[src/sv/pjlm_pkg.sv]
// ----------------------------------------------------------------------------
// pjlm_pkg
// Shared widths, constants and types of the period jitter and load monitor.
// ----------------------------------------------------------------------------
package pjlm_pkg;

    localparam int unsigned TIME_BITS = 32;
    localparam int unsigned BUSY_W    = 20;
    localparam int unsigned NOM_W     = 24;
    localparam int unsigned CNT_W     = 10;
    localparam int unsigned PSUM_W    = 42;
    localparam int unsigned BSUM_W    = 30;
    localparam int unsigned LDIV_W    = 37;
    localparam int unsigned LOAD_W    = 7;

    localparam logic [CNT_W-1:0]  MAX_WINDOW    = 10'd1023;
    localparam logic [CNT_W-1:0]  SAMPLES_RESET = 10'd200;
    localparam logic [NOM_W-1:0]  NOMINAL_RESET = 24'd10000;
    localparam logic [LOAD_W-1:0] LOAD_MAX      = 7'd100;

    // configuration register indexes
    localparam logic CFG_NOMINAL = 1'b0;
    localparam logic CFG_SAMPLES = 1'b1;

    typedef enum logic [2:0] {
        S_IDLE,
        S_DIFF,
        S_ACCUM,
        S_CHECK,
        S_DIV,
        S_REPORT
    } t_state;

endpackage

[src/sv/pjlm_in_if.sv]
// ----------------------------------------------------------------------------
// pjlm_in_if
// Interrupt event channel: timestamp and busy time of one period.
// ----------------------------------------------------------------------------
interface pjlm_in_if;
    import pjlm_pkg::*;

    logic                 valid;
    logic                 ready;
    logic [TIME_BITS-1:0] event_time_us;
    logic [BUSY_W-1:0]    busy_us;

    modport source (output valid, output event_time_us, output busy_us, input ready);
    modport sink   (input valid, input event_time_us, input busy_us, output ready);
endinterface

[src/sv/pjlm_out_if.sv]
// ----------------------------------------------------------------------------
// pjlm_out_if
// Report channel: window statistics of the monitored interrupt.
// ----------------------------------------------------------------------------
interface pjlm_out_if;
    import pjlm_pkg::*;

    logic                 valid;
    logic                 ready;
    logic [TIME_BITS-1:0] mean_period_us;
    logic [TIME_BITS-1:0] longest_period_us;
    logic [TIME_BITS-1:0] shortest_period_us;
    logic [TIME_BITS-1:0] deviation_us;
    logic [LOAD_W-1:0]    load_pct;
    logic [CNT_W-1:0]     window_samples;

    modport source (
        output valid, output mean_period_us, output longest_period_us,
        output shortest_period_us, output deviation_us, output load_pct,
        output window_samples, input ready
    );
    modport sink (
        input valid, input mean_period_us, input longest_period_us,
        input shortest_period_us, input deviation_us, input load_pct,
        input window_samples, output ready
    );
endinterface

[src/sv/pjlm_sdiv.sv]
// ----------------------------------------------------------------------------
// pjlm_sdiv
// Bit-serial restoring divider, one quotient bit per cycle.
// ----------------------------------------------------------------------------
module pjlm_sdiv #(
    parameter int unsigned N_W = 42,
    parameter int unsigned D_W = 10
) (
    input  logic           i_clk,
    input  logic           i_rst_n,
    input  logic           i_start,
    input  logic [N_W-1:0] i_dividend,
    input  logic [D_W-1:0] i_divisor,
    output logic           o_done,
    output logic [N_W-1:0] o_quotient
);
    localparam int unsigned CW = $clog2(N_W + 1);

    logic [N_W-1:0] r_acc;
    logic [D_W-1:0] r_rem;
    logic [D_W-1:0] r_div;
    logic [CW-1:0]  r_cnt;
    logic           r_busy;
    logic           r_done;

    logic [D_W:0]   w_trial;
    logic [D_W:0]   w_diff;
    logic           w_ge;

    // dividend shifts out at the top, quotient bits shift in at the bottom
    assign w_trial = {r_rem, r_acc[N_W-1]};
    assign w_ge    = w_trial >= {1'b0, r_div};
    assign w_diff  = w_trial - {1'b0, r_div};

    always_ff @(posedge i_clk) begin
        if (!i_rst_n) begin
            r_busy <= 1'b0;
            r_done <= 1'b0;
            r_cnt  <= '0;
        end else if (i_start) begin
            r_busy <= 1'b1;
            r_done <= 1'b0;
            r_cnt  <= CW'(N_W);
        end else if (r_busy) begin
            r_cnt <= r_cnt - 1'b1;
            if (r_cnt == CW'(1)) begin
                r_busy <= 1'b0;
                r_done <= 1'b1;
            end
        end
    end

    always_ff @(posedge i_clk) begin
        if (i_start) begin
            r_acc <= i_dividend;
            r_rem <= '0;
            r_div <= i_divisor;
        end else if (r_busy) begin
            r_acc <= {r_acc[N_W-2:0], w_ge};
            r_rem <= w_ge ? w_diff[D_W-1:0] : w_trial[D_W-1:0];
        end
    end

    assign o_done     = r_done;
    assign o_quotient = r_acc;
endmodule

[src/sv/period_jitter_load_monitor.sv]
// ----------------------------------------------------------------------------
// period_jitter_load_monitor
// Flow: an item passes S_DIFF, S_ACCUM and S_CHECK; one that closes a window
// then waits in S_DIV for the serial divisions of the period sum and busy sum
// and reports from S_REPORT, which stalls while a report is held. The first
// item after reset leaves S_DIFF for S_IDLE; new items are taken in S_IDLE only.
// Reset: synchronous active low; registers go to 10000 us nominal and 200
// samples, statistics clear and the first item only sets the reference.
// ----------------------------------------------------------------------------
module period_jitter_load_monitor (
    input  logic                        i_clk,
    input  logic                        i_rst_n,
    pjlm_in_if.sink                     i_event,
    pjlm_out_if.source                  o_report,
    input  logic                        i_cfg_we,
    input  logic                        i_cfg_idx,
    input  logic [pjlm_pkg::NOM_W-1:0]  i_cfg_data
);
    import pjlm_pkg::*;

    t_state r_state, n_state;

    logic [NOM_W-1:0]     r_nominal;
    logic [CNT_W-1:0]     r_samples;

    logic [TIME_BITS-1:0] r_now;
    logic [BUSY_W-1:0]    r_busy;
    logic                 r_have_ref;
    logic [TIME_BITS-1:0] r_prev;
    logic [TIME_BITS-1:0] r_period;
    logic [PSUM_W-1:0]    r_period_sum;
    logic [BSUM_W-1:0]    r_busy_sum;
    logic [TIME_BITS-1:0] r_longest;
    logic [TIME_BITS-1:0] r_shortest;
    logic [CNT_W-1:0]     r_count;
    logic [TIME_BITS-1:0] r_jitter;

    logic                 r_out_valid;
    logic [TIME_BITS-1:0] r_out_mean;
    logic [TIME_BITS-1:0] r_out_longest;
    logic [TIME_BITS-1:0] r_out_shortest;
    logic [TIME_BITS-1:0] r_out_jitter;
    logic [LOAD_W-1:0]    r_out_load;
    logic [CNT_W-1:0]     r_out_samples;

    logic                 w_in_ready;
    logic                 w_accept;
    logic                 w_div_start;
    logic                 w_out_load;
    logic [CNT_W-1:0]     w_wlen;
    logic                 w_window_full;
    logic [TIME_BITS-1:0] w_nom_ext;
    logic [TIME_BITS-1:0] w_hi_dev;
    logic [TIME_BITS-1:0] w_lo_dev;
    logic [LDIV_W-1:0]    w_busy100;
    logic                 w_mean_done;
    logic                 w_load_done;
    logic [PSUM_W-1:0]    w_mean_q;
    logic [LDIV_W-1:0]    w_load_q;
    logic [LOAD_W-1:0]    w_load;

    // ---------------- configuration ----------------
    always_ff @(posedge i_clk) begin
        if (!i_rst_n) begin
            r_nominal <= NOMINAL_RESET;
            r_samples <= SAMPLES_RESET;
        end else if (i_cfg_we) begin
            case (i_cfg_idx)
                CFG_NOMINAL: r_nominal <= i_cfg_data;
                CFG_SAMPLES: r_samples <= i_cfg_data[CNT_W-1:0];
                default:     r_nominal <= r_nominal;
            endcase
        end
    end

    // zero acts as one, large values clamp to the window limit
    always_comb begin
        if (r_samples == '0) begin
            w_wlen = CNT_W'(1);
        end else if (r_samples > MAX_WINDOW) begin
            w_wlen = MAX_WINDOW;
        end else begin
            w_wlen = r_samples;
        end
    end

    assign w_window_full = r_count >= w_wlen;

    // ---------------- control ----------------
    always_comb begin
        n_state = r_state;
        case (r_state)
            S_IDLE:   if (i_event.valid) n_state = S_DIFF;
            S_DIFF:   n_state = r_have_ref ? S_ACCUM : S_IDLE;
            S_ACCUM:  n_state = S_CHECK;
            S_CHECK:  n_state = w_window_full ? S_DIV : S_IDLE;
            S_DIV:    if (w_mean_done && w_load_done) n_state = S_REPORT;
            S_REPORT: if (!r_out_valid || o_report.ready) n_state = S_IDLE;
            default:  n_state = S_IDLE;
        endcase
    end

    always_comb begin
        w_in_ready  = 1'b0;
        w_div_start = 1'b0;
        w_out_load  = 1'b0;
        case (r_state)
            S_IDLE:   w_in_ready  = 1'b1;
            S_CHECK:  w_div_start = w_window_full;
            S_REPORT: w_out_load  = !r_out_valid || o_report.ready;
            default:  w_in_ready  = 1'b0;
        endcase
    end

    assign w_accept      = i_event.valid && w_in_ready;
    assign i_event.ready = w_in_ready;

    always_ff @(posedge i_clk) begin
        if (!i_rst_n) begin
            r_state <= S_IDLE;
        end else begin
            r_state <= n_state;
        end
    end

    // ---------------- datapath ----------------
    always_ff @(posedge i_clk) begin
        if (w_accept) begin
            r_now  <= i_event.event_time_us;
            r_busy <= i_event.busy_us;
        end
        if (r_state == S_DIFF) begin
            r_period <= r_now - r_prev;
        end
        if (r_state == S_CHECK) begin
            r_jitter <= (w_hi_dev > w_lo_dev) ? w_hi_dev : w_lo_dev;
        end
    end

    always_ff @(posedge i_clk) begin
        if (!i_rst_n) begin
            r_have_ref   <= 1'b0;
            r_prev       <= '0;
            r_period_sum <= '0;
            r_busy_sum   <= '0;
            r_longest    <= '0;
            r_shortest   <= '1;
            r_count      <= '0;
        end else begin
            if (r_state == S_DIFF) begin
                r_have_ref <= 1'b1;
                r_prev     <= r_now;
            end
            if (r_state == S_ACCUM) begin
                r_period_sum <= r_period_sum + {{(PSUM_W-TIME_BITS){1'b0}}, r_period};
                r_busy_sum   <= r_busy_sum + {{(BSUM_W-BUSY_W){1'b0}}, r_busy};
                r_count      <= r_count + 1'b1;
                if (r_period > r_longest) begin
                    r_longest <= r_period;
                end
                if (r_period < r_shortest) begin
                    r_shortest <= r_period;
                end
            end
            if (w_out_load) begin
                r_period_sum <= '0;
                r_busy_sum   <= '0;
                r_longest    <= '0;
                r_shortest   <= '1;
                r_count      <= '0;
            end
        end
    end

    assign w_nom_ext = {{(TIME_BITS-NOM_W){1'b0}}, r_nominal};
    assign w_hi_dev  = (r_longest > w_nom_ext) ? r_longest - w_nom_ext : '0;
    assign w_lo_dev  = (r_shortest < w_nom_ext) ? w_nom_ext - r_shortest : '0;

    // busy sum times 100 as 64 + 32 + 4
    assign w_busy100 = {1'b0, r_busy_sum, 6'b0}
                     + {2'b0, r_busy_sum, 5'b0}
                     + {5'b0, r_busy_sum, 2'b0};

    pjlm_sdiv #(
        .N_W (PSUM_W),
        .D_W (CNT_W)
    ) u_mean_div (
        .i_clk      (i_clk),
        .i_rst_n    (i_rst_n),
        .i_start    (w_div_start),
        .i_dividend (r_period_sum),
        .i_divisor  (r_count),
        .o_done     (w_mean_done),
        .o_quotient (w_mean_q)
    );

    pjlm_sdiv #(
        .N_W (LDIV_W),
        .D_W (PSUM_W)
    ) u_load_div (
        .i_clk      (i_clk),
        .i_rst_n    (i_rst_n),
        .i_start    (w_div_start),
        .i_dividend (w_busy100),
        .i_divisor  (r_period_sum),
        .o_done     (w_load_done),
        .o_quotient (w_load_q)
    );

    always_comb begin
        if (r_period_sum == '0) begin
            w_load = '0;
        end else if ((|w_load_q[LDIV_W-1:LOAD_W]) || (w_load_q[LOAD_W-1:0] > LOAD_MAX)) begin
            w_load = LOAD_MAX;
        end else begin
            w_load = w_load_q[LOAD_W-1:0];
        end
    end

    // ---------------- output register ----------------
    always_ff @(posedge i_clk) begin
        if (!i_rst_n) begin
            r_out_valid <= 1'b0;
        end else if (w_out_load) begin
            r_out_valid <= 1'b1;
        end else if (o_report.ready) begin
            r_out_valid <= 1'b0;
        end
    end

    always_ff @(posedge i_clk) begin
        if (w_out_load) begin
            r_out_mean     <= w_mean_q[TIME_BITS-1:0];
            r_out_longest  <= r_longest;
            r_out_shortest <= r_shortest;
            r_out_jitter   <= r_jitter;
            r_out_load     <= w_load;
            r_out_samples  <= r_count;
        end
    end

    assign o_report.valid              = r_out_valid;
    assign o_report.mean_period_us     = r_out_mean;
    assign o_report.longest_period_us  = r_out_longest;
    assign o_report.shortest_period_us = r_out_shortest;
    assign o_report.deviation_us       = r_out_jitter;
    assign o_report.load_pct           = r_out_load;
    assign o_report.window_samples     = r_out_samples;

    // ---------------- assertions ----------------
    a_report_after_div: assert property (@(posedge i_clk) disable iff (!i_rst_n)
        w_out_load |-> (w_mean_done && w_load_done))
        else $error("report loaded before both divisions finished");

    a_count_bound: assert property (@(posedge i_clk) disable iff (!i_rst_n)
        r_count <= MAX_WINDOW)
        else $error("period count beyond window limit");

    a_min_max_order: assert property (@(posedge i_clk) disable iff (!i_rst_n)
        (r_count != '0) |-> (r_shortest <= r_longest))
        else $error("shortest period above longest period");

    a_window_clears: assert property (@(posedge i_clk) disable iff (!i_rst_n)
        w_out_load |=> (r_count == '0 && r_period_sum == '0))
        else $error("statistics not cleared after report");
endmodule
[src/flat_wrapper.sv]
// flat-port wrapper written by rule: the top's interface ports become plain ports
module period_jitter_load_monitor_flat import pjlm_pkg::*;
  (i_clk, i_rst_n, i_cfg_we, i_cfg_idx, i_cfg_data, i_event_valid, i_event_event_time_us, i_event_busy_us, i_event_ready, o_report_valid, o_report_mean_period_us, o_report_longest_period_us, o_report_shortest_period_us, o_report_deviation_us, o_report_load_pct, o_report_window_samples, o_report_ready);
  pjlm_in_if i_event_i ();
  pjlm_out_if o_report_i ();
  input  logic i_clk;
  input  logic i_rst_n;
  input  logic i_cfg_we;
  input  logic i_cfg_idx;
  input  logic [pjlm_pkg::NOM_W-1:0] i_cfg_data;
  input wire logic [$bits(i_event_i.valid)-1:0] i_event_valid;
  input wire logic [$bits(i_event_i.event_time_us)-1:0] i_event_event_time_us;
  input wire logic [$bits(i_event_i.busy_us)-1:0] i_event_busy_us;
  output wire logic [$bits(i_event_i.ready)-1:0] i_event_ready;
  output wire logic [$bits(o_report_i.valid)-1:0] o_report_valid;
  output wire logic [$bits(o_report_i.mean_period_us)-1:0] o_report_mean_period_us;
  output wire logic [$bits(o_report_i.longest_period_us)-1:0] o_report_longest_period_us;
  output wire logic [$bits(o_report_i.shortest_period_us)-1:0] o_report_shortest_period_us;
  output wire logic [$bits(o_report_i.deviation_us)-1:0] o_report_deviation_us;
  output wire logic [$bits(o_report_i.load_pct)-1:0] o_report_load_pct;
  output wire logic [$bits(o_report_i.window_samples)-1:0] o_report_window_samples;
  input wire logic [$bits(o_report_i.ready)-1:0] o_report_ready;
  assign i_event_i.valid = i_event_valid;
  assign i_event_i.event_time_us = i_event_event_time_us;
  assign i_event_i.busy_us = i_event_busy_us;
  assign i_event_ready = i_event_i.ready;
  assign o_report_valid = o_report_i.valid;
  assign o_report_mean_period_us = o_report_i.mean_period_us;
  assign o_report_longest_period_us = o_report_i.longest_period_us;
  assign o_report_shortest_period_us = o_report_i.shortest_period_us;
  assign o_report_deviation_us = o_report_i.deviation_us;
  assign o_report_load_pct = o_report_i.load_pct;
  assign o_report_window_samples = o_report_i.window_samples;
  assign o_report_i.ready = o_report_ready;
  period_jitter_load_monitor u_core (.i_clk(i_clk), .i_rst_n(i_rst_n), .i_event(i_event_i), .o_report(o_report_i), .i_cfg_we(i_cfg_we), .i_cfg_idx(i_cfg_idx), .i_cfg_data(i_cfg_data));
endmodule
[config.mk]
export PLATFORM = sky130hd
export DESIGN_NAME = period_jitter_load_monitor_flat
export DESIGN_NICKNAME = d
export VERILOG_FILES = /design/src/sv/pjlm_pkg.sv /design/src/sv/pjlm_in_if.sv /design/src/sv/pjlm_out_if.sv /design/src/sv/pjlm_sdiv.sv /design/src/sv/period_jitter_load_monitor.sv /design/src/flat_wrapper.sv
export SDC_FILE = /design/constraint.sdc
export NUM_CORES = 2
export LEC_CHECK = 0
export ABC_AREA = 1
export BUFFER_PORTS_ARGS = -buffer_cell sky130_fd_sc_hd__buf_4
export CAP_MARGIN = 20
export CELL_PAD_IN_SITES_DETAIL_PLACEMENT = 1
export CELL_PAD_IN_SITES_GLOBAL_PLACEMENT = 1
export CORE_MARGIN = 2
export CORE_UTILIZATION = 50
export CTS_CLUSTER_DIAMETER = 100
export DETAILED_ROUTE_END_ITERATION = 8
export HOLD_SLACK_MARGIN = 0.08
export PLACE_DENSITY = 0.83
export SLEW_MARGIN = 10
export SYNTH_ARGS = -nofsm -noshare
export SYNTH_HDL_FRONTEND = slang
export SYNTH_SLANG_ARGS = --single-unit
[constraint.sdc]
create_clock -name i_clk -period 24.2 [get_ports i_clk]
set_clock_uncertainty 0.2 [all_clocks]
set_input_delay 0 -clock i_clk [delete_from_list [all_inputs] [get_ports i_clk]]
set_output_delay 0 -clock i_clk [all_outputs]
set_load 0.005 [all_outputs]
Word-level counts from Yosys, hierarchy flattened
Cells that the tools add are included.

Bits in registers: 677. Output and inout bits: 147. Logic and storage cells: 125.

$add $sub $neg: 12. $lt $le $gt $ge: 10. Equality and inequality tests: 10. Muxes and demuxes: 33. Bitwise operators: 2. Reduce and logical (&&, ||, !) cells: 22.

Operator list (number): $mux W42 (3); $mux W32 (3); $mux W37 (2); $gt A32 B32 Y1 (2); $ge A43 B42 Y1 (1); $add A42 B32 Y42 (1); $logic_not A42 Y1 (1); $sub A42 B42 Y42 (1); $add A36 B35 Y37 (1); $add A37 B32 Y37 (1); $gt A32 B24 Y1 (1); $lt A32 B24 Y1 (1); $lt A32 B32 Y1 (1); $sub A24 B32 Y32 (1); $sub A32 B24 Y32 (1); $sub A32 B32 Y32 (1); $add A30 B20 Y30 (1); $mux W10 (3); $reduce_or A30 Y1 (1); $mux W6 (4); $pmux W3 S6 (1); $eq A6 B1 Y1 const B (2); $mux W3 (4); $reduce_and A2 Y1 (6); other kinds (24) (45).

Logic depth before layout (Yosys ltp)
Depth after elaboration: 6. Depth in mapped cells: 29. Gate-level depth less buffers: 28.

Hierarchy
Synthesis repeated with hierarchy kept, for this count alone.

Cell total of the unflattened synthesis: 6080. Area, all modules: 44681.6 µm².

Modules (own cells, without submodules): period_jitter_load_monitor (times used 1, cells each 4375, area each 32288.5 µm², sequential area each 12181.7 µm²); pjlm_sdiv at u_core.u_load_div (times used 1, cells each 1289, area each 8799.7 µm², sequential area each 3373.2 µm²); pjlm_sdiv at u_core.u_mean_div (times used 1, cells each 416, area each 3593.4 µm², sequential area each 1921.8 µm²).

Worst setup path after synthesis
No wires, ideal clock.

Path type: flip-flop to flip-flop. Start point: register u_core.r_state[2]. End point: register u_core.r_shortest[10]. Setup time: 0.064 ns. Arrival time: 9.644 ns. Required time: 23.936 ns. Path slack: 14.292 ns. Cell stages (with the launch flop): 8. Path buffers: 3. Period minus slack after synthesis: 9.908 ns. Cell sequence: dfxtp_1 > buf_2 > inv_1 > nor4_2 > nor2_2 > buf_2 > buf_1 > nand3_1.

Longest elaborated chain between the ends: 3. Elaborated cells on any way between the ends: 5.

RTL lines: from (decl) (line period_jitter_load_monitor.sv:21) `t_state r_state, n_state;`; from (signal assigned) (line period_jitter_load_monitor.sv:122) `r_state <= n_state;`; $eq A3 B3 Y1 (line period_jitter_load_monitor.sv:107) `case (r_state)`; $mux W1 (line period_jitter_load_monitor.sv:107); net u_core.w_out_load (line period_jitter_load_monitor.sv:49) `logic w_out_load;`; $reduce_or A2 Y1 (no source line); to (signal assigned) (line period_jitter_load_monitor.sv:162) `r_shortest <= r_period;`; to (decl) (line period_jitter_load_monitor.sv:34) `logic [TIME_BITS-1:0] r_shortest;`.

The timed path passes the listed nets, and every way through them passes these cells. A chain may end at the register's enable or synchronous reset.

Final worst setup path
Start point: register u_core.r_shortest[15]. End point: register u_core.r_jitter[7] (data pin).

Longest elaborated chain between the ends: 4. Elaborated cells on any way between the ends: 5.

RTL lines: $sub A24 B32 Y32 / $lt A32 B24 Y1 (equally long branches) (line period_jitter_load_monitor.sv:177) `assign w_lo_dev = (r_shortest < w_nom_ext) ? w_nom_ext - r_shortest : '0;`; $mux W32 * (line period_jitter_load_monitor.sv:177); $gt A32 B32 Y1 (line period_jitter_load_monitor.sv:136) `r_jitter <= (w_hi_dev > w_lo_dev) ? w_hi_dev : w_lo_dev;`; $mux W32 * (line period_jitter_load_monitor.sv:136); to (signal assigned) (line period_jitter_load_monitor.sv:136); to (decl) (line period_jitter_load_monitor.sv:36) `logic [TIME_BITS-1:0] r_jitter;`.

Mark *: on every way between the ends. The rest lies on a longest branch, timed or not.

==> key figures <==
Power
  – Worst VDD drop: 0.0746 mV
  – Pwr Density: 64.7 nW/um^2
  – Static leakage: 23.8 nW

Finish
  – Multi-input gate area: about 22000 sq um
  – Reg area: between 15000 and 20000 sq um
  – Most frequent cells in the layout: 1476 x nand2_1, 822 x inv_1, 527 x nor2_1, 425 x a21oi_1, 392 x edfxtp_1
  – Fillers: roughly 11000
  – Share of cells above drive strength 1: roughly 8%
  – Nets@finish: around 6500
  – P&R area growth vs syn: 16.7%
  – Post-layout util: 58.7%
  – N_diodes: 0
  – Most common cell after layout, fill and taps aside: nand2_1

Worst setup path
  – Crit end category: flop
  – Critical Path, Cell by Cell: inv_1 -> ha_1 -> nand2_1 -> o21ai_0 -> inv_1 -> nand2_1 -> nand2_1 -> nand3_2 -> nand2_2 -> nor3_1 -> inv_1 -> ha_1 -> nand2_1 -> o21ai_0 -> nand2_1 -> nand2_1 -> nand2_1 -> nand2_1 -> nand2_1 -> a21oi_2 -> buf_4 -> o21ai_0
  – Worst R2R Path Depth: 22
  – Largest fanout on the critical path: 43
  – R2r endpoint: u_core.r_jitter[7]$_DFFE_PN_
  – Critical Path Stages: 22
  – Worst Setup Start Kind: flop
  – CP startpoint: u_core.r_shortest[15]$_SDFFE_PP1P_
  – Setup crit end: u_core.r_jitter[7]$_DFFE_PN_
  – Worst path max stage delay: 640 ps
  – WP data arrival: ~5300 ps
  – CP required: roughly 24000 ps
  – Worst reg2reg startpoint: u_core.r_shortest[15]$_SDFFE_PP1P_
  – Cell mode on critical path: nand2_1
  – Crit path buffers/inverters: 4
  – Critical-path top delay cell: nor3_1
  – Setup CP Type: reg -> reg
  – Worst path top cell family by delay: simple AND/OR/NAND/NOR gates
  – R2r setup slk: ~19000 ps

Global routing
  – Largest net degree at the start of global routing: approximately 150
  – Vias in the first global route: 43300
  – Initial antenna violation count: 0
  – Met2 Usage GRT: between 60% and 70%
  – Met3 Use GR: 5.00%
  – Global-route wire length before repair: roughly 260000 microns
  – GR Util met1: 47.9%
  – Busiest grt layer: met2
  – Grt ovf: 0
  – Gr usage total: 37.0%

Yosys
  – Leading area contributor after synthesis: edfxtp_1
  – Async set or reset register ratio after synthesis: 0%
  – Avg Cell Area, Syn: 7.63 sq um
  – Mapped Area: roughly 43000 sq um
  – Unique masters post-synth: 57
  – Post-synthesis sequential area ratio: about two fifths
  – Top FF cell, synth: edfxtp_1
  – YS warnings: 0
  – Flops & latches, synth: 677
  – Post-synth EDFFs: slightly below 400
  – Ranking of synthesized cells by area: edfxtp_1 27%, dfxtp_1 13%, nand2_1 13%
  – Yosys top cell area share: 27.1%
  – Post-Synthesis Cells: 5693

Routing
  – # DRC: 0
  – DRT iter0 DRCs: between 3000 and 4000
  – Drt total wl: approximately 170000 microns
  – Avg WL per Cell: 22.9 microns
  – Via count: about 42000
  – Antenna viol nets, final: 0
  – DRT Pass-1 Iters: 5
  – Vias per Instance: ~5.7

Clock network
  – Worst skew pair latency: roughly 670 ps
  – CTS root buf: clkbuf_16
  – Cts bufs inserted: 79
  – Worst-path clk slew: 70 ps
  – Clock Path Buffers: 3
  – CTS tree: done
  – CTS H-Tree Depth: 3
  – Clk sinks: roughly 680
  – Resized cells post-CTS: 0

Place
  – Detailed Place HPWL: 120000 microns
  – Routability Congestion: around 1
  – Port Buffers: between 200 and 250

Die
  – Initial Util: 50.3%
  – Die X: about 300 microns
  – Top-Level Pins: 229
  – Die area: about 89000 sq um
  – Die Span Y: between 200 and 300 microns
  – Core outline area: about 86000 sq um
  – Std-Cell Rows: between 100 and 150

STA
  – Setup violations, final: 0
  – Setup TNS: 0 ps
  – Slew headroom: 24.2%
  – RSZ-0062 raised after global routing: no
  – Min Tclk post-route: between 5000 and 6000 ps
  – Final hold violations: 0
  – Slew Viols, Final: 0
  – FMAX: around 0.19 GHz
  – Slew @ Worst Pin: between 1000 and 1500 ps
  – Final worst path period share: 21.5%

Hold path
  – Worst hold path stage count: 4
  – Min-Delay Path Class: in -> reg

Run
  – Maxcap violations: 0

Outcome
  – Status: finished clean
[sequential cells by signal, indices dropped and copies added, names as in the netlist, 20 cells and up]
| register | cells |
|---|---|
| u_core.r_jitter | 32 |
| u_core.u_load_div.o_quotient | 37 |
| u_core.r_now | 32 |
| u_core.r_busy | 20 |
| u_core.u_load_div.r_rem | 42 |
| u_core.u_load_div.r_div | 42 |
| u_core.r_period_sum | 42 |
| u_core.o_report.mean_period_us | 32 |
| u_core.u_mean_div.o_quotient | 42 |
| u_core.o_report.shortest_period_us | 32 |
| u_core.r_longest | 32 |
| u_core.o_report.deviation_us | 32 |
| u_core.r_period | 32 |
| u_core.o_report.longest_period_us | 32 |
| u_core.r_nominal | 24 |
| u_core.r_busy_sum | 30 |
| u_core.r_prev | 32 |
| u_core.r_shortest | 32 |
[worst min path at each step]
| stage | slack (ps) | startpoint | to |
|---|---|---|---|
| finish | 130 | i_cfg_data[19] | u_core.r_nominal[19]$_SDFFE_PN0P_ |
| detailed placement | -20 | i_event_busy_us[5] | u_core.r_busy[5]$_DFFE_PP_ |
| floorplan | -100 | i_event_busy_us[0] | u_core.r_busy[0]$_DFFE_PP_ |
| global route | 130 | i_cfg_data[19] | u_core.r_nominal[19]$_SDFFE_PN0P_ |
| CTS | 90 | i_cfg_data[5] | u_core.r_samples[5]$_SDFFE_PN0P_ |
| global placement | -20 | i_event_event_time_us[14] | u_core.r_now[14]$_DFFE_PP_ |
[cell type report]
type                       instances  share of cell area, %
timing repair buffer             434                   7.40
sequential                       677                   34.5
clock buffer                     106                   4.39
tap                             1155                   2.85
clock inverter                    41                  0.753
multi-input combinational       4055                   43.9
inverter                         837                   6.21
[synth_stat cells, types with 9 or more instances]
library cell / number
nand4_1: 91
fa_1: 34
o21a_1: 24
nor2_2: 26
xnor2_1: 62
nand2_1: 1478
nor2_4: 13
o21ai_1: 40
buf_1: 9
o21bai_1: 26
nor4_1: 28
nand3b_1: 45
o211ai_1: 25
ha_1: 333
nand2_2: 16
inv_2: 9
edfxtp_1: 392
xor2_1: 58
a31oi_1: 10
dfxtp_1: 285
a21o_1: 20
o21ai_0: 293
buf_2: 40
or2_2: 22
a21oi_1: 425
inv_1: 824
nor3_1: 47
nor2_1: 529
clkbuf_1: 63
nand3_1: 354
[metrics by stage]
stage               setup slack, ps  hold slack (ps)  cells  cell area, sq um  power [mW]
floorplan                     14290             -101   5696             43400        1.78
global placement              19350            -22.3   6975             46200        1.97
detailed placement            19480            -20.8   6977             46200        2.00
CTS                           19430             85.8   7303             50600        3.23
global route                  18760              131   7305             50700        3.40
finish                        19000              129   7305             50700        3.28
[tightest hold or removal path, cell delays in order]
cell and delay [ps]:
dlygate4sd3_1 550, buf_4 110, o21ai_0 110, a21oi_1 180
[kinds of logic after synthesis]
logic type	Yosys count	share of synthesized area (%)
AOI/OAI and AO/OA	883	10.9
xor gates and xnor gates	120	2.42
adders and majority gates	367	11.2
buffers and inverters	964	8.70
DFF	677	40.3
other	1	0.00864
and+or+nand+nor	2681	26.5
[repair_timing]
item                                   in CTS  in global routing
hold buffers                              179                  0
endpoints found under the hold margin     191                  0
setup buffers                               0                  0
[power breakdown]
group / total, mW / switching, mW / internal, mW
registers: 1.33 / 0.0628 / 1.27
clock network: 1.23 / 0.537 / 0.694
logic: 0.718 / 0.482 / 0.237
total: 3.28 / 1.08 / 2.20
[metal layers]
metal  share of wire, %  up-vias
met3                6.3      364
met4                4.2        0
met1                 42    20500
li1                   -    19500
met2                 48     1488
met5                  0        -
Power figures use the tool's default switching activity.
